`src/hdl/htfl_pkg.sv`:
```
// htfl_pkg: sizes, opcodes, type codes and beat structs for the handle table
// with a fifo free list. Used by htfl_exec and handle_table_free_list; depends on nothing.
package htfl_pkg;

  localparam int ENTRIES = 1024;
  localparam int IDX_W   = $clog2(ENTRIES);
  localparam int FILL_W  = $clog2(ENTRIES + 1);
  localparam int CNT_W   = 17;

  localparam logic [3:0] OP_ALLOC       = 4'd0;
  localparam logic [3:0] OP_DELETE      = 4'd1;
  localparam logic [3:0] OP_GET_USER    = 4'd2;
  localparam logic [3:0] OP_SET_USER    = 4'd3;
  localparam logic [3:0] OP_GET_AUX     = 4'd4;
  localparam logic [3:0] OP_SET_AUX     = 4'd5;
  localparam logic [3:0] OP_GET_FLAGS   = 4'd6;
  localparam logic [3:0] OP_SET_FLAGS   = 4'd7;
  localparam logic [3:0] OP_CLEAR_FLAGS = 4'd8;
  localparam logic [3:0] OP_GET_TYPE    = 4'd9;

  localparam logic [7:0]  TYPE_NONE     = 8'd0;
  localparam logic [7:0]  TYPE_INVALID  = 8'd254;
  localparam logic [7:0]  TYPE_ANY      = 8'd255;
  localparam logic [31:0] FLAG_NODELETE = 32'h0000_0001;
  localparam logic [31:0] ALL_ONES      = 32'hFFFF_FFFF;

  typedef struct packed {
    logic [3:0]  opcode;
    logic [15:0] handle_index;
    logic [7:0]  type_code;
    logic [31:0] value;
  } in_beat_t;

  typedef struct packed {
    logic              ok;
    logic [15:0]       result_index;
    logic [31:0]       read_value;
    logic [CNT_W-1:0]  live_count;
  } out_beat_t;

  typedef struct packed {
    logic [31:0] user_word;
    logic [31:0] aux_word;
    logic [31:0] flag_word;
    logic [7:0]  type_byte;
  } entry_t;

  localparam int ENTRY_W = $bits(entry_t);

  typedef struct packed {
    out_beat_t         res;
    logic              e_we;
    logic [IDX_W-1:0]  e_waddr;
    entry_t            e_wdata;
    logic              q_we;
    logic [IDX_W-1:0]  q_waddr;
    logic [IDX_W-1:0]  q_wdata;
    logic [IDX_W-1:0]  head_nxt;
    logic [FILL_W-1:0] fill_nxt;
    logic [CNT_W-1:0]  count_nxt;
  } exec_t;

endpackage

```
`src/hdl/htfl_exec.sv`:
```
// htfl_exec: evaluates one request against the entry and free-list head read
// for it; produces the result beat, ram writes and next queue state. Uses htfl_pkg.
module htfl_exec import htfl_pkg::*; (
  input  in_beat_t          st,
  input  entry_t            ent,
  input  logic [IDX_W-1:0]  q_head_data,
  input  logic [IDX_W-1:0]  head,
  input  logic [FILL_W-1:0] fill,
  input  logic [CNT_W-1:0]  count,
  output exec_t             ex
);

  logic              in_rng;
  logic              match;
  logic              used;
  logic [IDX_W-1:0]  idx;
  logic [IDX_W:0]    head_inc;
  logic [IDX_W-1:0]  head_wrap;
  logic [FILL_W:0]   tail_sum;
  logic [FILL_W:0]   tail_full;
  logic [IDX_W-1:0]  tail;

  always_comb begin
    in_rng = CNT_W'(st.handle_index) < CNT_W'(ENTRIES);
    idx    = st.handle_index[IDX_W-1:0];
    match  = in_rng && (((st.type_code == TYPE_ANY) && (ent.type_byte != TYPE_NONE)) ||
                        (st.type_code == ent.type_byte));
    used   = in_rng && (ent.type_byte != TYPE_NONE);

    head_inc  = (IDX_W+1)'(head) + (IDX_W+1)'(1);
    head_wrap = (head_inc == (IDX_W+1)'(ENTRIES)) ? '0 : head_inc[IDX_W-1:0];

    // tail slot = (head + fill) mod ENTRIES, sum stays below twice the depth
    tail_sum  = (FILL_W+1)'(head) + (FILL_W+1)'(fill);
    tail_full = (tail_sum >= (FILL_W+1)'(ENTRIES)) ? tail_sum - (FILL_W+1)'(ENTRIES)
                                                   : tail_sum;
    tail      = tail_full[IDX_W-1:0];

    ex           = '0;
    ex.e_waddr   = idx;
    ex.e_wdata   = ent;
    ex.q_waddr   = tail;
    ex.q_wdata   = idx;
    ex.head_nxt  = head;
    ex.fill_nxt  = fill;
    ex.count_nxt = count;

    case (st.opcode)
      OP_ALLOC: begin
        if (fill != '0) begin
          ex.head_nxt          = head_wrap;
          ex.fill_nxt          = fill - FILL_W'(1);
          ex.e_we              = 1'b1;
          ex.e_waddr           = q_head_data;
          ex.e_wdata.user_word = st.value;
          ex.e_wdata.aux_word  = '0;
          ex.e_wdata.flag_word = '0;
          ex.e_wdata.type_byte = st.type_code;
          if (count < CNT_W'(ENTRIES)) begin
            ex.count_nxt = count + CNT_W'(1);
          end
          ex.res.ok           = 1'b1;
          ex.res.result_index = 16'(q_head_data);
        end
      end
      OP_DELETE: begin
        if (in_rng) begin
          ex.res.ok = 1'b1;
          if (((ent.flag_word & FLAG_NODELETE) == '0) && (ent.type_byte != TYPE_NONE) &&
              (fill < FILL_W'(ENTRIES))) begin
            ex.e_we              = 1'b1;
            ex.e_wdata.user_word = '0;
            ex.e_wdata.type_byte = TYPE_NONE;
            ex.q_we              = 1'b1;
            ex.fill_nxt          = fill + FILL_W'(1);
            if (count != '0) begin
              ex.count_nxt = count - CNT_W'(1);
            end
          end
        end
      end
      OP_GET_USER: begin
        ex.res.ok         = match;
        ex.res.read_value = match ? ent.user_word : ALL_ONES;
      end
      OP_GET_AUX: begin
        ex.res.ok         = match;
        ex.res.read_value = match ? ent.aux_word : ALL_ONES;
      end
      OP_SET_USER: begin
        ex.res.ok            = match;
        ex.e_we              = match;
        ex.e_wdata.user_word = st.value;
      end
      OP_SET_AUX: begin
        ex.res.ok           = match;
        ex.e_we             = match;
        ex.e_wdata.aux_word = st.value;
      end
      OP_GET_FLAGS: begin
        ex.res.ok         = used;
        ex.res.read_value = used ? ent.flag_word : '0;
      end
      OP_SET_FLAGS: begin
        ex.res.ok            = used;
        ex.e_we              = used;
        ex.e_wdata.flag_word = ent.flag_word | st.value;
      end
      OP_CLEAR_FLAGS: begin
        ex.res.ok            = used;
        ex.e_we              = used;
        ex.e_wdata.flag_word = ent.flag_word & ~st.value;
      end
      OP_GET_TYPE: begin
        ex.res.ok         = used;
        ex.res.read_value = used ? 32'(ent.type_byte) : '0;
      end
      default: begin
        ex.res.ok = 1'b0;
      end
    endcase

    ex.res.live_count = ex.count_nxt;
  end

endmodule

```
`config.mk`:
```
export PLATFORM = sky130hd
export DESIGN_NAME = htfl_exec
export DESIGN_NICKNAME = d
export VERILOG_FILES = /design/src/hdl/htfl_pkg.sv /design/src/hdl/htfl_exec.sv
export SDC_FILE = /design/constraint.sdc
export NUM_CORES = 1
export LEC_CHECK = 0
export BUFFER_PORTS_ARGS = -buffer_cell sky130_fd_sc_hd__buf_4
export CAP_MARGIN = 15
export CORE_AREA = 4 4 175 177
export DETAILED_ROUTE_END_ITERATION = 8
export DIE_AREA = 0 0 179 181
export GPL_TIMING_DRIVEN = 0
export SYNTH_ARGS = -nofsm -noshare
export SYNTH_HDL_FRONTEND = slang
export SYNTH_SLANG_ARGS = --single-unit
export TNS_END_PERCENT = 5
```
`constraint.sdc`:
```
create_clock -name vclk -period 7.39
set_clock_uncertainty 0.05 [all_clocks]
set_input_delay 0.739 -clock vclk [all_inputs]
set_output_delay 0.739 -clock vclk [all_outputs]
set_load 0.02 [all_outputs]
```
Word-level counts from Yosys, hierarchy flattened

Index checks and enable logic that the tools add are counted.

Register bits: 0
Bits of input ports: 212
Output and inout bits: 240
Logic and storage cells: 73

Add/subtract/negate cells: 7
$lt $le $gt $ge: 4
Equality and inequality tests: 12
Multiplexer cells: 32
Bitwise gates (word level): 3
Reduce and logical (&&, ||, !) cells: 15

Operator list:

| cell                                                  | count |
|---|---|
| case mux 32 bit (3 select lines)                      | 2 |
| 2-to-1 mux 32 bit                                     | 5 |
| case mux 32 bit (4 select lines)                      | 1 |
| 2-to-1 mux 115 bit                                    | 1 |
| case mux 32 bit (2 select lines)                      | 1 |
| 2-to-1 mux 28 bit                                     | 2 |
| case mux 28 bit (2 select lines)                      | 1 |
| 2-to-1 mux 17 bit                                     | 3 |
| 2-to-1 mux 10 bit                                     | 4 |
| 2-to-1 mux 38 bit                                     | 1 |
| bitwise AND 32 bit                                    | 1 |
| zero test 32 bit                                      | 1 |
| inverter 32 bit                                       | 1 |
| OR 32 bit                                             | 1 |
| 2-to-1 mux 9 bit                                      | 2 |
| adder 17 x 1 -> 17 bit (second input constant)        | 1 |
| < comparator 17 x 11 -> 1 bit (second input constant) | 1 |
| nonzero test 17 bit                                   | 1 |
| subtractor 17 x 1 -> 17 bit (second input constant)   | 1 |
| equality test 4 x 3 -> 1 bit (second input constant)  | 4 |
| < comparator 16 x 11 -> 1 bit (second input constant) | 1 |
| 2-to-1 mux 16 bit                                     | 1 |
| case mux 8 bit (2 select lines)                       | 1 |
| adder 10 x 11 -> 12 bit                               | 1 |
| 22 further kinds                                      | 34 |

Depth between registers and ports, before layout

Gate-level depths: netlist of run 1.

Word-level depth: 6
Mapped depth: 9
Depth with buffers taken out: 8

Worst setup path after synthesis of run 1

OpenSTA, ideal clock, no wires.

Kind: input to output
Start point: input st[55] (netlist name)
End point: output ex[187] (netlist name)
Data arrival time: 3173 ps
Data required time: 6601 ps
Path slack: 3428 ps
Cell stages on the path: 8
Buffers on the path: 3
Path through: or4_1 -> buf_2 -> a2111o_1 -> buf_2 -> or4_4 -> nor4_4 -> xor2_1 -> buf_4

RTL lines:

| item               | RTL line        | source |
|---|---|---|
| start: declaration | htfl_exec.sv:4  | `input in_beat_t st,` |
| end: declaration   | htfl_exec.sv:10 | `output exec_t ex` |

==> results.cfg, run 1 <==
[global_route]
antenna_found_initial = 0
grt_pass1_wl_mm = 50.5
grtUsageTotal = 0.201
grt.overflow.total = 0
grt_pass1_vias = 7978
grt_max_degree = 11

[power_and_ir_drop]
ir_drop_v = 0.0000262
p_leak_nw = 4.13
p_int_uw = 276
p_sw_uw = 351
fin_total_pwr_uw = 627
combPwrFrac = 1.000
power_frac_clock = 0
power.density_nw_per_um2 = 73.3
p_seq_frac = 0
switching_share = 0.560

[placement]
gp_congestion = 0.986
io_buffers = 446
hpwl_mm = 29.6
place_area_um2 = 8560

[final_layout]
area_delta_synth_final_pct = 82.8
fin_nets = 1454
antennaDiodeCount = 0
seq_cell_count = 0
final_area_um2 = 8560
n_clock_buffer = 0
regArea_um2 = 0
drive_above_1_share = 0.413
final_util = 0.293
n_fill_cell = 3279

[route]
viasPerCell = 5.00
drt_wl_total_mm = 35.1
vias = 8069
drt-initial-drc-count = 704
antenna_left = 0
drc = 0
drt_first_pass_iters = 6
avgRoutedWirePerCell_um = 21.8

[worst_setup_path]
slowest_stage = nor4b_1
critPathArrivalTime_ns = 4.15
cp_data_required_time_ns = 6.60
critical_path_class = input pin to output pin
crit_family = simple AND/OR/NAND/NOR gates
crit_buf_inv = 4
path_max_fanout = 10
path_cells = buf_4 -> inv_1 -> ha_1 -> nor4b_1 -> a31oi_1 -> nor2_1 -> buf_1 -> o2bb2ai_1 -> buf_4
cpMostUsedCell = buf_4
crit_path_end_kind = output pin
slowest_delay_ns = 0.71
startpoint_type = input pin

[floorplanning]
io_pins = 452
core_um2 = 29200
die-height_um = 181
num_rows = 63
initial_utilization = 0.160
die_w_um = 179
die_area_um2 = 32400

[hold_path]
hp-class = input pin to output pin
worstHoldPathCells = 3
min-delay-start = st[46]
whs_endpoint = ex[44]

[logic_synthesis]
syn_area_um2 = 4680
synth.most_common_cell = nand2_1
synth_top_area_frac = 0.102
synth.area.top_cells = nand2_1 (10%), a22o_1 (7.9%), o21ai_0 (7.6%), nand3_1 (6.2%), o2bb2ai_1 (5.6%)
synth.distinct_cells = 65
synth_area_per_cell_um2 = 6.07
yosysSeqAreaShare = 0
yosysWarnings = 0
yosys-top-cells-count = nand2_1 (127), o21ai_0 (71), nand3_1 (58), nor2_1 (56), clkbuf_1 (43)
synth_top_area_cell = nand2_1
syn_inst = 771

[cts]
cts_setup_buffers = 0
cts_hold_buf = 0
cts_resized = 0

[timing]
grt_setup_unrepaired = no
worst_pin_slew_ns = 1.05
fmax_mhz = 202
hold_ws_ns = 1.72
setup_viol = 0
hold_violations = 0
tns_ns = 0
finalCritPeriodShare = 0.669
max-slew-margin-rel = 0.300
period_needed_ns = 4.94
final-max-slew-violation-count = 0

[run_status]
outcome = completed

[run]
maxCapViolCount = 0
-- per-layer routing --
metal	vias up	wire length [um]	GRT usage
met4	0	964	0.0464
met1	3754	14500	0.274
met5	-	0	0
met2	517	16300	0.327
met3	59	3270	0.0375
li1	3739	-	-
-- logic make-up (layout without fill, tap and decap cells) --
kind of cell               count (synthesis)  count (layout)  synth area share
buffers and inverters                    105             553             0.112
xor gates and xnor gates                  48              48            0.0898
AOI/OAI and AO/OA                        239             239             0.373
adders and majority gates                 16              16            0.0444
muxes                                      2               2           0.00481
and+or+nand+nor                          360             360             0.375
other                                      1               6          0.000801
-- worst min-delay path: cells and delay by family --
family	cells	cell delay, ns
buf+inv	3	0.29
-- layout by cell type, fill, tap and decap left out, types with 12 or more instances in the layout --
master / Yosys / final
buf_4: 33 / 481
nand2_1: 127 / 127
o21ai_0: 71 / 71
nand3_1: 58 / 58
nor2_1: 56 / 56
clkbuf_1: 43 / 43
a22o_1: 42 / 42
nor3_1: 35 / 35
o2bb2ai_1: 30 / 30
xor2_1: 27 / 27
a22oi_1: 27 / 27
xnor2_1: 21 / 21
ha_1: 15 / 15
inv_1: 14 / 14
and2_1: 14 / 14
a21o_1: 12 / 12
-- worst max path at each step --
| stage | slack (ns) | end | startpoint | depth (start not counted) |
|---|---|---|---|---|
| floorplan | 3.43 | ex[187] | st[55] | 8 |
| global placement | 1.94 | ex[205] | st[56] | 9 |
| detailed placement | 2.42 | ex[130] | fill[1] | 10 |
| CTS | 2.40 | ex[130] | fill[1] | 10 |
| global route | 2.21 | ex[130] | fill[1] | 10 |
| finish | 2.45 | ex[148] | fill[1] | 9 |
-- stage by stage --
stage                     worst slack (ns)  cells
after global placement                1.94   1612
final                                 2.45   1614
after CTS                             2.40   1614
after detailed placement              2.42   1614
after floorplan                       3.43    776
after global routing                  2.21   1614
-- power by group through the flow --
stage	clock network, mW	registers, mW	logic (mW)
2_1_floorplan	0	0	0.290
5_1_grt	0	0	0.665
3_3_place_gp	0	0	0.619
4_1_cts	0	0	0.624
6_report	0	0	0.627
3_5_place_dp	0	0	0.622
-- area by class of cell --
type | instances | area [um^2] | share of cell area
plain buffers | 91 | 470 | 0.0550
repair buffers | 448 | 3360 | 0.393
multi-input cells | 671 | 4180 | 0.489
well taps | 390 | 488 | 0.0570
inverters | 14 | 52.6 | 0.00614
Note: power is estimated with default switching activity, not from simulation.
==> run 2: changes to the inputs <==
clock period = 4.5 ns   (was 7.39 ns; I/O delays follow)
==> run 2 against run 1 <==
  * Setup slack got worse by 2.2 ns
  * Count of clock-buffer cells in the layout did not move
  * Non-clock buffer count did not move
  * Global-route usage did not move
  * Sequential share of layout area did not move
  * Power rose by 64%
  * Combinational power rose by 64%
  * Via count rose by 0.64%
  * Cell count did not move
  * Wire length rose by 0.18%
  * Die area did not move
  * Worst hold slack got worse by 0.58 ns
  * Largest cell class unchanged
  * Largest power group unchanged
==> results.cfg, run 2 (synthesized netlist as in run 1, its figures left out) <==
[cts]
cts_hold_buf = 0

[final_layout]
finalNonFillerCells = 1614
final_util = 0.293
antennaDiodeCount = 0
area_delta_synth_final_pct = 82.9
multiInputGateArea_um2 = 4190
layout_commonest_cell = buf_4
regArea_um2 = 0
n_fill_cell = 3277
n_clock_buffer = 0
drive_above_1_share = 0.414
fin_nets = 1454
seq_cell_count = 0
final_cell_mix = buf_4 (481), nand2_1 (127), o21ai_0 (71)

[power_and_ir_drop]
fin_total_pwr_mw = 1.03
ir_drop_v = 0.0000429
p_leak_nw = 4.13
power.density_nw_per_um2 = 120

[worst_setup_path]
startpoint_type = input pin
cp_data_required_time_ns = 4.00
critPathLaunch = st[56]
path_cells = buf_4 -> clkbuf_1 -> or4_1 -> a31oi_1 -> a21o_1 -> clkbuf_1 -> nor2_1 -> o2bb2ai_1 -> buf_4
endpoint = ex[148]
path_max_fanout = 10
critPathArrivalTime_ns = 3.74
critical_path_class = input pin to output pin
slowest_stage = a31oi_1
slowest_delay_ns = 0.78
crit_path_end_kind = output pin

[floorplanning]
die_area_um2 = 32400
initial_utilization = 0.160
core_um2 = 29200
die_w_um = 179
die-height_um = 181
num_rows = 63
io_pins = 452

[timing]
period_needed_ns = 4.24
grt_setup_unrepaired = no
worst_pin_slew_ns = 1.03
final-max-slew-violation-count = 0
finalCritPeriodShare = 0.942
max-slew-margin-rel = 0.310
hold_violations = 0
fmax_mhz = 236
fin_ws_ns = 0.262
setup_viol = 0

[global_route]
grt_max_degree = 11
grt_pass1_vias = 7978
grt_pass1_wl_mm = 50.5
grtUsageTotal = 0.201
antenna_found_initial = 0
grt.overflow.total = 0

[placement]
io_buffers = 446
pre_cts_ws_ns = 0.105
dp.cells = 1614
hpwl_mm = 29.6
gp_congestion = 0.986

[route]
drt_first_pass_iters = 6
avgRoutedWirePerCell_um = 21.8
antenna_left = 0
drt-initial-drc-count = 665
drc = 0
drt_wl_total_mm = 35.2
viasPerCell = 5.03
vias = 8121

[run_status]
outcome = completed

[hold_path]
hp-class = input pin to output pin
min-delay-start = st[46]

[run]
maxCapViolCount = 0
## run 2: cell count changes in the layout (fill, tap and decap cells not counted)
cell     change
nor4b_1      -1
nor4b_2      +1
## run 2: metrics by stage
step / setup TNS (ns) / instance area, um^2 / hold slack [ns]
2_1_floorplan: 0 / 4700 / 0.963
3_3_place_gp: -5.90 / 8540 / 1.14
3_5_place_dp: 0 / 8560 / 1.14
4_1_cts: 0 / 8560 / 1.14
5_1_grt: 0 / 8560 / 1.16
6_report: 0 / 8560 / 1.14
## run 2: worst min-delay path by stage
stage | slack [ns] | endpoint | depth (start not counted)
global route | 1.16 | ex[40] | 3
global placement | 1.14 | ex[44] | 3
detailed placement | 1.14 | ex[44] | 3
floorplan | 0.96 | ex[38] | 1
CTS | 1.14 | ex[44] | 3
finish | 1.14 | ex[44] | 3
## run 2: worst max-delay path, delay by kind of cell
family	cells	cell delay (ns)
compound gates	3	1.43
buf+inv	4	1.14
simple gates	2	0.71
## run 2: final cells by class
type / instances / share of cell area
timing repair buffer: 448 / 0.393
inverter: 14 / 0.00614
tap: 390 / 0.0570
buffer: 91 / 0.0549
multi-input combinational: 671 / 0.489
## run 2: layer usage
layer / up-vias / GRT usage / wire [um]
met5: - / 0 / 0
met4: 0 / 0.0464 / 1010
met3: 71 / 0.0375 / 3200
met2: 503 / 0.327 / 16300
met1: 3806 / 0.274 / 14700
li1: 3741 / - / -
## run 2: power by group
group	switching, mW	internal, mW	leakage (nW)
logic	0.577	0.454	4.13
registers	0	0	0
clock network	0	0	0
## run 2: timing repair
item | CTS | global route
buffers inserted | 0 | 0
gates resized for setup | 0 | 1
setup endpoints to repair | 0 | 12
==> run 3: changes to the inputs <==
REMOVE_ABC_BUFFERS = 1   (was not set)
==> run 3 against run 2 <==
  * Largest power group unchanged
  * Via count fell by 3.9%
  * Core utilization decreased by 0.65 points
  * Sequential cell count is the same
  * Power decreased by 2.7%
  * Combinational power hardly changed
  * Maximum frequency grew 3.3%
  * Largest cell class unchanged
==> results.cfg, run 3 (synthesized netlist as in run 1, its figures left out) <==
[floorplanning]
die_w_um = 179
num_rows = 63
io_pins = 452
initial_utilization = 0.160
die-height_um = 181
die_area_um2 = 32400
core_um2 = 29200

[timing]
fmax_mhz = 244
worst_pin_slew_ns = 0.979
setup_viol = 0
period_needed_ns = 4.10
finalCritPeriodShare = 0.912
hold_violations = 0
grt_setup_unrepaired = no
hold_ws_ns = 1.06
final-max-slew-violation-count = 0
tns_ns = 0
max-slew-margin-rel = 0.347

[worst_setup_path]
crit_buf_inv = 4
startpoint_type = input pin
slowest_stage = a31o_2
slowest_delay_ns = 0.74
critPathLaunch = fill[1]
cpMostUsedCell = buf_4
crit_path_end_kind = output pin
critPathArrivalTime_ns = 3.60
crit_family = simple AND/OR/NAND/NOR gates
critical_path_class = input pin to output pin
cp_data_required_time_ns = 4.00
path_cells = buf_4 -> inv_1 -> ha_1 -> nor4b_2 -> a31o_2 -> nand2_1 -> buf_16 -> o21ai_0 -> a22o_1 -> buf_4
path_max_fanout = 24
crit_cells = 10
endpoint = ex[82]

[route]
viasPerCell = 5.08
avgRoutedWirePerCell_um = 21.0
drc = 0
drt_wl_total_mm = 32.3
antenna_left = 0
drt-initial-drc-count = 572
drt_first_pass_iters = 7
vias = 7802

[placement]
hpwl_mm = 25.9
gp_congestion = 0.845
place_area_um2 = 8360
io_buffers = 446
dp.cells = 1535

[run]
maxCapViolCount = 0

[power_and_ir_drop]
power.density_nw_per_um2 = 120
ir_drop_v = 0.0000579
p_leak_nw = 4.01

[final_layout]
layout_commonest_cell = buf_4
area_delta_synth_final_pct = 78.9
final_cell_mix = buf_4 (450), nand2_1 (127), o21ai_0 (71)
n_clock_buffer = 0
finalNonFillerCells = 1536
final_area_um2 = 8370
seq_cell_count = 0
drive_above_1_share = 0.430
fin_nets = 1375
n_fill_cell = 3207
regArea_um2 = 0

[hold_path]
hp-class = input pin to output pin

[global_route]
grt_pass1_vias = 7736
grt_max_degree = 37
antenna_found_initial = 3
grtUsageTotal = 0.181
grt_pass1_wl_mm = 46.8
grt.overflow.total = 0

[run_status]
outcome = completed

[cts]
cts_setup_buffers = 0
run 3: how the worst min path moves through the flow:
stage,startpoint,endpoint,cells past startpoint
2_1_floorplan,st[40],ex[38],0
3_3_place_gp,st[41],ex[39],2
3_5_place_dp,st[41],ex[39],2
4_1_cts,st[41],ex[39],2
5_1_grt,st[49],ex[47],2
6_report,st[41],ex[39],2
run 3: what timing repair did:
action / in CTS / in global routing
hold buffers: 0 / 0
endpoints found under the hold margin: 0 / 0
endpoints found under the setup margin: 0 / 32
resized for setup: 0 / 1
run 3: metal layers:
metal,share of wire,track usage,wire [um],vias up
met3,0.11,0.0383,3450,46
met2,0.49,0.324,15700,488
met1,0.38,0.222,12400,3674
met4,0.021,0.0381,685,0
met5,0,0,0,-
li1,-,-,-,3594
run 3: through the flow:
stage / setup WS (ns) / power, mW / util
CTS: 0.0804 / 1.00 / 0.286
global route: 0.136 / 1.07 / 0.286
global placement: -4.68 / 0.978 / 0.276
floorplan: -0.340 / 0.438 / -
detailed placement: 0.104 / 1.00 / 0.286
finish: 0.396 / 1.00 / 0.286
run 3: where the power goes:
part	internal (mW)	switching (mW)
clock network	0.0000000297	0
logic	0.443	0.561
registers	0	0
total	0.443	0.561
run 3: area by class of cell:
type                       count  area, um^2  area share
timing repair buffer         460        3580       0.428
antenna                        1        2.50    0.000299
tap                          390         488      0.0583
multi-input combinational    671        4250       0.508
inverter                      14        52.6     0.00628
